--- config.mk ---
export PLATFORM = sky130hd
export DESIGN_NAME = utf8_sanitizer_core
export DESIGN_NICKNAME = d
export VERILOG_FILES = /design/src/design/u8s_pkg.sv /design/src/design/utf8_sanitizer_core.sv /design/src/design/u8s_front.sv /design/src/design/u8s_queue.sv /design/src/design/u8s_back.sv
export SDC_FILE = /design/constraint.sdc
export NUM_CORES = 1
export LEC_CHECK = 0
export ABC_AREA = 0
export BUFFER_PORTS_ARGS = -buffer_cell sky130_fd_sc_hd__buf_2
export CAP_MARGIN = 10
export CORE_MARGIN = 3
export CORE_UTILIZATION = 38
export DETAILED_ROUTE_END_ITERATION = 7
export SYNTH_ARGS = -nofsm -noshare
export SYNTH_HDL_FRONTEND = slang
export SYNTH_SLANG_ARGS = --single-unit
export TNS_END_PERCENT = 5
--- constraint.sdc ---
create_clock -name clk -period 10.7 [get_ports clk]
set_input_delay 2.14 -clock clk [delete_from_list [all_inputs] [get_ports clk]]
set_output_delay 2.14 -clock clk [all_outputs]
set_load 0.02 [all_outputs]
--- src/design/u8s_pkg.sv ---
// ----------------------------------------------------------------------------
// u8s_pkg: shared types and constants of the UTF-8 sanitizer
// Byte classes, the replacement character and the job descriptor that the
// front end hands to the back end through the job queue.
// ----------------------------------------------------------------------------
package u8s_pkg;

  localparam logic [7:0] REPL_CHAR = 8'h3F;

  localparam logic [7:0] LEAD2_MASK = 8'hE0;
  localparam logic [7:0] LEAD2_CODE = 8'hC0;
  localparam logic [7:0] LEAD3_MASK = 8'hF0;
  localparam logic [7:0] LEAD3_CODE = 8'hE0;
  localparam logic [7:0] LEAD4_MASK = 8'hF8;
  localparam logic [7:0] LEAD4_CODE = 8'hF0;
  localparam logic [7:0] CONT_MASK  = 8'hC0;
  localparam logic [7:0] CONT_CODE  = 8'h80;

  // Most result bytes one input byte can cause
  localparam int unsigned JOB_SLOTS = 4;
  localparam int unsigned SLOT_W    = $clog2(JOB_SLOTS);
  localparam int unsigned CNT_W     = $clog2(JOB_SLOTS + 1);

  localparam int unsigned QDEPTH = 4;
  localparam int unsigned QAW    = $clog2(QDEPTH);
  localparam int unsigned QCW    = $clog2(QDEPTH + 1);

  // Result bytes of one input byte, slot 0 goes out first
  typedef struct packed {
    logic [JOB_SLOTS-1:0][7:0] bytes;
    logic [JOB_SLOTS-1:0]      repl;
    logic [CNT_W-1:0]          cnt;   // 1 .. JOB_SLOTS
    logic                      last;  // byte closed the text
  } job_t;

  // Continuations a lead byte asks for, zero if it is no lead byte
  function automatic logic [1:0] lead_need(input logic [7:0] b);
    logic [1:0] n;
    n = 2'd0;
    if ((b & LEAD2_MASK) == LEAD2_CODE) n = 2'd1;
    else if ((b & LEAD3_MASK) == LEAD3_CODE) n = 2'd2;
    else if ((b & LEAD4_MASK) == LEAD4_CODE) n = 2'd3;
    return n;
  endfunction

endpackage

--- src/design/utf8_sanitizer_core.sv ---
// ----------------------------------------------------------------------------
// utf8_sanitizer_core: UTF-8 validation with '?' replacement
//
//   channel | dir | tdata          | tuser                        | tlast
//   in_     | in  | [7:0] byte     | -                            | final byte
//   out_    | out | [7:0] out_byte | [0] was_replaced [1] run_last | text end
//
// One byte is accepted per cycle; each input byte yields one result byte
// overall, so the stream runs at one byte per cycle in steady state. A byte
// that completes a held sequence yields up to four results, which the back
// end sends one per cycle while the four-entry job queue absorbs new input.
// Synchronous active-low reset empties the held sequence and the queue.
// Input stalls only when the job queue is full; output stalls hold the
// output register.
// ----------------------------------------------------------------------------
module utf8_sanitizer_core
  import u8s_pkg::*;
(
  input  logic       clk,
  input  logic       rst_n,
  input  logic       in_tvalid,
  output logic       in_tready,
  input  logic [7:0] in_tdata,   // [7:0] byte
  input  logic       in_tlast,
  output logic       out_tvalid,
  input  logic       out_tready,
  output logic [7:0] out_tdata,  // [7:0] out_byte
  output logic [1:0] out_tuser,  // [0] was_replaced, [1] run_last
  output logic       out_tlast
);

  job_t push_job;
  job_t head;
  logic push;
  logic pop;
  logic q_empty;
  logic q_full;
  logic repl;
  logic run_last;

  u8s_front u_front (
    .clk      (clk),
    .rst_n    (rst_n),
    .in_valid (in_tvalid),
    .in_byte  (in_tdata),
    .in_last  (in_tlast),
    .in_ready (in_tready),
    .q_full   (q_full),
    .q_push   (push),
    .q_job    (push_job)
  );

  u8s_queue u_queue (
    .clk      (clk),
    .rst_n    (rst_n),
    .push     (push),
    .push_job (push_job),
    .pop      (pop),
    .head     (head),
    .empty    (q_empty),
    .full     (q_full)
  );

  u8s_back u_back (
    .clk          (clk),
    .rst_n        (rst_n),
    .head         (head),
    .q_empty      (q_empty),
    .q_pop        (pop),
    .out_valid    (out_tvalid),
    .out_ready    (out_tready),
    .out_byte     (out_tdata),
    .out_repl     (repl),
    .out_run_last (run_last),
    .out_text_end (out_tlast)
  );

  assign out_tuser = {run_last, repl};

endmodule

--- src/design/u8s_front.sv ---
// ----------------------------------------------------------------------------
// u8s_front: byte classifier and sequence holder
// Tracks the partly received multi-byte sequence and turns every accepted
// byte that causes result bytes into a job that lists those bytes.
// ----------------------------------------------------------------------------
module u8s_front
  import u8s_pkg::*;
(
  input  logic       clk,
  input  logic       rst_n,
  input  logic       in_valid,
  input  logic [7:0] in_byte,
  input  logic       in_last,
  output logic       in_ready,
  input  logic       q_full,
  output logic       q_push,
  output job_t       q_job
);

  logic [2:0][7:0] held_r, held_nxt;
  logic [1:0]      held_cnt_r, held_cnt_nxt;
  logic [1:0]      need_r, need_nxt;

  logic            accept;
  logic            is_cont;
  logic [1:0]      fresh_need;
  logic            fresh_buf;
  logic [7:0]      fresh_byte;
  logic            fresh_repl;

  logic            pass;
  logic [1:0]      pre_cnt;
  logic            tail_en;
  logic [7:0]      tail_byte;
  logic            tail_repl;
  logic [3:0][7:0] held_ext;

  assign in_ready = !q_full;
  assign accept   = in_valid && in_ready;
  assign is_cont  = (in_byte & CONT_MASK) == CONT_CODE;
  assign held_ext = {8'h00, held_r};

  always_comb begin
    fresh_need = lead_need(in_byte);
    fresh_buf  = in_byte[7] && (fresh_need != 2'd0) && !in_last;
    fresh_byte = in_byte[7] ? REPL_CHAR : in_byte;
    fresh_repl = in_byte[7];

    // Default: flush whatever is held as '?', then treat the byte afresh
    pass      = 1'b0;
    pre_cnt   = held_cnt_r;
    tail_en   = !fresh_buf;
    tail_byte = fresh_byte;
    tail_repl = fresh_repl;
    held_nxt     = '0;
    held_cnt_nxt = 2'd0;
    need_nxt     = 2'd0;
    if (fresh_buf) begin
      held_nxt[0]  = in_byte;
      held_cnt_nxt = 2'd1;
      need_nxt     = fresh_need;
    end

    if ((held_cnt_r != 2'd0) && is_cont) begin
      if (need_r <= 2'd1) begin
        // sequence complete: pass it through unchanged
        pass         = 1'b1;
        tail_en      = 1'b1;
        tail_byte    = in_byte;
        tail_repl    = 1'b0;
        held_nxt     = '0;
        held_cnt_nxt = 2'd0;
        need_nxt     = 2'd0;
      end else if (in_last) begin
        // text ends mid-sequence: held bytes and this one become '?'
        pre_cnt      = held_cnt_r + 2'd1;
        tail_en      = 1'b0;
        held_nxt     = '0;
        held_cnt_nxt = 2'd0;
        need_nxt     = 2'd0;
      end else begin
        pre_cnt      = 2'd0;
        tail_en      = 1'b0;
        held_nxt     = held_r;
        if (held_cnt_r == 2'd1) held_nxt[1] = in_byte;
        else                    held_nxt[2] = in_byte;
        held_cnt_nxt = held_cnt_r + 2'd1;
        need_nxt     = need_r - 2'd1;
      end
    end

    for (int i = 0; i < JOB_SLOTS; i++) begin
      if (CNT_W'(i) < CNT_W'(pre_cnt)) begin
        q_job.bytes[i] = pass ? held_ext[i] : REPL_CHAR;
        q_job.repl[i]  = !pass;
      end else begin
        q_job.bytes[i] = tail_byte;
        q_job.repl[i]  = tail_repl;
      end
    end
    q_job.cnt  = CNT_W'(pre_cnt) + CNT_W'(tail_en);
    q_job.last = in_last;
  end

  assign q_push = accept && (q_job.cnt != '0);

  always_ff @(posedge clk) begin
    if (!rst_n) begin
      held_r     <= '0;
      held_cnt_r <= 2'd0;
      need_r     <= 2'd0;
    end else if (accept) begin
      held_r     <= held_nxt;
      held_cnt_r <= held_cnt_nxt;
      need_r     <= need_nxt;
    end
  end

endmodule

--- src/design/u8s_queue.sv ---
// ----------------------------------------------------------------------------
// u8s_queue: job queue
// Short first-in first-out store of jobs between front end and back end.
// ----------------------------------------------------------------------------
module u8s_queue
  import u8s_pkg::*;
(
  input  logic clk,
  input  logic rst_n,
  input  logic push,
  input  job_t push_job,
  input  logic pop,
  output job_t head,
  output logic empty,
  output logic full
);

  job_t            mem_r [QDEPTH];
  logic [QAW-1:0]  wr_ptr_r;
  logic [QAW-1:0]  rd_ptr_r;
  logic [QCW-1:0]  count_r;
  logic            do_push;
  logic            do_pop;

  assign empty   = count_r == '0;
  assign full    = count_r == QCW'(QDEPTH);
  assign head    = mem_r[rd_ptr_r];
  assign do_push = push && !full;
  assign do_pop  = pop && !empty;

  always_ff @(posedge clk) begin
    if (do_push) mem_r[wr_ptr_r] <= push_job;
  end

  always_ff @(posedge clk) begin
    if (!rst_n) begin
      wr_ptr_r <= '0;
      rd_ptr_r <= '0;
      count_r  <= '0;
    end else begin
      if (do_push) wr_ptr_r <= wr_ptr_r + QAW'(1);
      if (do_pop)  rd_ptr_r <= rd_ptr_r + QAW'(1);
      unique case ({do_push, do_pop})
        2'b10:   count_r <= count_r + QCW'(1);
        2'b01:   count_r <= count_r - QCW'(1);
        default: count_r <= count_r;
      endcase
    end
  end

endmodule

--- src/design/u8s_back.sv ---
// ----------------------------------------------------------------------------
// u8s_back: result sequencer
// Walks the head job slot by slot and drives one result byte per cycle
// into the output register while the output does not stall.
// ----------------------------------------------------------------------------
module u8s_back
  import u8s_pkg::*;
(
  input  logic       clk,
  input  logic       rst_n,
  input  job_t       head,
  input  logic       q_empty,
  output logic       q_pop,
  output logic       out_valid,
  input  logic       out_ready,
  output logic [7:0] out_byte,
  output logic       out_repl,
  output logic       out_run_last,
  output logic       out_text_end
);

  logic [SLOT_W-1:0] slot_r;
  logic              valid_r;
  logic [7:0]        byte_r;
  logic              repl_r;
  logic              run_last_r;
  logic              text_end_r;
  logic              load;
  logic              slot_end;

  assign load     = !valid_r || out_ready;
  assign slot_end = (CNT_W'(slot_r) + CNT_W'(1)) == head.cnt;
  assign q_pop    = load && !q_empty && slot_end;

  always_ff @(posedge clk) begin
    if (!rst_n) begin
      valid_r <= 1'b0;
      slot_r  <= '0;
    end else if (load) begin
      valid_r <= !q_empty;
      if (!q_empty) slot_r <= slot_end ? '0 : slot_r + SLOT_W'(1);
    end
  end

  // Payload: hold while the output stalls
  always_ff @(posedge clk) begin
    if (load && !q_empty) begin
      byte_r     <= head.bytes[slot_r];
      repl_r     <= head.repl[slot_r];
      run_last_r <= slot_end;
      text_end_r <= slot_end && head.last;
    end
  end

  assign out_valid    = valid_r;
  assign out_byte     = byte_r;
  assign out_repl     = repl_r;
  assign out_run_last = run_last_r;
  assign out_text_end = text_end_r;

endmodule

==> summary.txt <==
Status
  – Run status: finished clean

Detailed routing
  – 1st-pass router iterations: 6
  – Via count: between 4,000 and 5,000
  – Routed wire length: 17.9 mm
  – Via density: around 5.5
  – Average wire per standard cell: around 20 um
  – Final ANT Viol Nets: 0
  – Number of remaining DRC errors: 0
  – 1st-iter DRT viols: between 300 and 400

Finish
  – Fillers: between 1,500 and 2,000
  – Final net count: 604
  – Core Util, Final: roughly 44%
  – Final non-filler cell total: 876
  – Final Instance Area: 9850 um^2
  – Layout cell share with drive strength beyond 1: 21.7%
  – Most frequent cells in the layout: edfxtp_1 (171), mux4_2 (47), nor2_1 (39)
  – Synth-to-Final Area Change: 12.9%
  – Most common cell after layout, fill and taps aside: edfxtp_1

Power
  – PwrDens: approximately 230 nW/um^2
  – Leakage power: roughly 3.2 nW
  – Max IR drop VDD: 0.000104 V

Timing
  – Max-slew violations: 0
  – Final Hold Fails: 0
  – Minimum clock period: 5.22 ns
  – Clock Skew: about 0.011 ns
  – RSZ-0062 raised after global routing: false
  – Relative slew slack: a little under a quarter
  – F_max: between 0.15 and 0.2 GHz
  – Period utilization: a little under 50%
  – Setup-failing EPs final: 0
  – Setup TNS: 0 ns
  – Worst-Margin Slew: about 1.1 ns

Placed design
  – GP Congestion: roughly 0.8
  – Post-DP HPWL: 10.5 mm
  – Placement-stage cell area: approximately 9100 um^2
  – DP Cell Count: about 830
  – Number of I/O port buffers: 25

Critical path
  – Critical-path top delay cell: and2_2
  – Crit Path Max Fanout: 40
  – CP max stage delay: 1.00 ns
  – Worst Path Required: 10.81 ns
  – CP startpoint kind: input pin
  – Cell Chain, Critical Path: buf_2 -> nor4b_4 -> nand2_1 -> a21boi_1 -> inv_1 -> ha_1 -> nor3_1 -> nor2_1 -> and2_2
  – Crit path arrival time: between 5 and 6 ns
  – R2R setup slack: between 6 and 7 ns
  – R2r worst-path depth: 10
  – Reg2reg end: u_queue.mem_r[2][13]
  – WS Path Type: input pin to register
  – R2r startpoint: u_front.held_cnt_r[0]
  – CP endpoint kind: register

CTS
  – Clock transition at path regs: 0.05 ns
  – Clock sink count: about 210
  – H-tree depth: 1
  – CTS resizes: 0
  – Worst-case clock buffer depth: 3
  – CTS tree: yes
  – Skew-Pair Late Insertion Delay: about 0.50 ns
  – Hold buffer count at CTS: 0
  – Post-CTS setup buffers: 0
  – Inserted Clock Buffers: 23
  – Root buf cell: clkbuf_16

Logic synthesis
  – Synth Instances: around 550
  – Top FF cell, synth: edfxtp_1
  – Synth area leader: edfxtp_1
  – Register area share after synthesis: 68.1%
  – Post-synthesis register bit count: approximately 210
  – Post-Syn Area: 8720 um^2
  – Synth cell types: 47
  – Syn_nets: 579
  – Top cell type's share of synthesized area: around 59%
  – Avg Cell Area, Syn: roughly 16 um^2
  – Synth area leaders: edfxtp_1 (59%), mux4_2 (12%), dfxtp_1 (9.2%)
  – Post-synth ARST share: 0%
  – Post-synth EDFFs: about 170
  – Ys Warns: 0

Global routing
  – Gr usage total: 14.9%
  – Vias in the first global route: just over 5,000
  – Remaining Overflow, GRT: 0
  – Initial antenna violation count: 0
  – Pin count of the biggest net entering global routing: 45
  – First-pass GRT wire length: 28.3 mm

Min path
  – HP Start: u_front.held_ext[21]
  – Hold Path Class: register to register
  – Worst hold endpoint: u_front.held_ext[21]
  – Hold Crit Depth: 2

Flow run
  – Max-cap violations: 0

Die
  – Core Footprint: around 22,000 um^2
  – Die Wd: around 160 um
  – FP Rows: 54
  – # IOs: 26
  – Starting Density: between 30% and 40%
  – Die area: approximately 25,000 um^2
  – Die span in y: around 160 um
-- worst max-delay path by stage --
stage	start	endpoint	slack (ns)	cells past startpoint
after floorplan	in_tdata[6]	u_queue.mem_r[0][0]	5.31	9
after CTS	in_tdata[6]	u_queue.mem_r[2][13]	4.66	9
after global placement	in_tdata[6]	u_queue.mem_r[2][37]	4.38	9
after global routing	in_tdata[6]	u_queue.count_r[2]	5.18	14
after detailed placement	in_tdata[6]	u_queue.mem_r[2][12]	4.14	9
final	in_tdata[6]	u_queue.mem_r[2][13]	5.48	9
-- final cells by class --
class | instances | area [um^2] | share of cell area, %
clock buffer | 30 | 622 | 6.32
inverter | 20 | 75.1 | 0.762
sequential | 211 | 5940 | 60.3
clock inverter | 11 | 106 | 1.08
tap | 280 | 350 | 3.56
antenna | 1 | 2.50 | 0.0254
multi-input combinational | 290 | 2570 | 26.1
timing repair buffer | 33 | 185 | 1.88
-- power by group --
| part | switching (mW) | total [mW] | internal [mW] |
|---|---|---|---|
| sequential | 0.0340 | 1.03 | 1.00 |
| combinational | 0.257 | 0.446 | 0.189 |
| clock | 0.302 | 0.759 | 0.456 |
-- logic make-up (layout without fill, tap and decap cells) --
family | after synthesis | after routing | synth area share, %
AOI/OAI and AO/OA | 70 | 70 | 4.79
muxes | 69 | 69 | 14.8
xor gates and xnor gates | 4 | 4 | 0.402
other | 0 | 1 | 0
buffers and inverters | 53 | 94 | 2.58
and+or+nand+nor | 135 | 135 | 7.53
adders and majority gates | 12 | 12 | 1.81
DFF | 211 | 211 | 68.1
-- synth_stat cells (2+ instances only) --
master,number
a211oi_1,3
a21oi_1,37
a22oi_1,6
a31oi_1,2
and2_1,8
and3_1,2
buf_1,3
buf_2,9
buf_4,2
clkbuf_1,18
dfxtp_1,40
edfxtp_1,171
ha_1,11
inv_1,20
mux2_2,2
mux2i_1,18
mux4_2,47
nand2_1,31
nand2b_1,5
nand3_1,17
nand4_1,7
nor2_1,39
nor2b_1,2
nor3_1,15
nor3b_1,2
o21ai_0,11
o22ai_1,2
or3_1,3
xnor2_1,3
-- metrics by stage --
stage,worst slack [ns],power (mW),hold WS (ns)
final,5.48,2.24,0.457
after CTS,4.66,2.27,0.456
after detailed placement,4.14,1.51,0.448
after global routing,5.18,2.35,0.475
after floorplan,5.31,1.38,0.437
after global placement,4.38,1.50,0.445
-- metal layers --
layer | vias up | GRT usage [%] | wire length (um)
met5 | - | 0 | 0
met4 | 0 | 4.50 | 336
met3 | 32 | 2.20 | 624
met2 | 90 | 24.9 | 9050
met1 | 2476 | 20.2 | 7870
li1 | 2188 | - | -
-- critical path, delay by kind of cell --
kind                       cells  cell delay, ns
adders and majority gates      1            0.41
and+or+nand+nor                5            2.02
AOI/OAI and AO/OA              1            0.39
buffers and inverters          2            0.35
-- sequential cells by signal (all words and copies together) (netlist names), 2 cells and up, named ones only --
name / cells
u_front.held_cnt_r: 2
u_front.held_ext: 24
u_queue.count_r: 3
u_front.need_r: 2
u_back.out_byte: 8
u_queue.wr_ptr_r: 2
u_queue.mem_r: 160
u_queue.rd_ptr_r: 2
u_back.slot_r: 2
No activity file was read; power rests on OpenSTA's default activity.
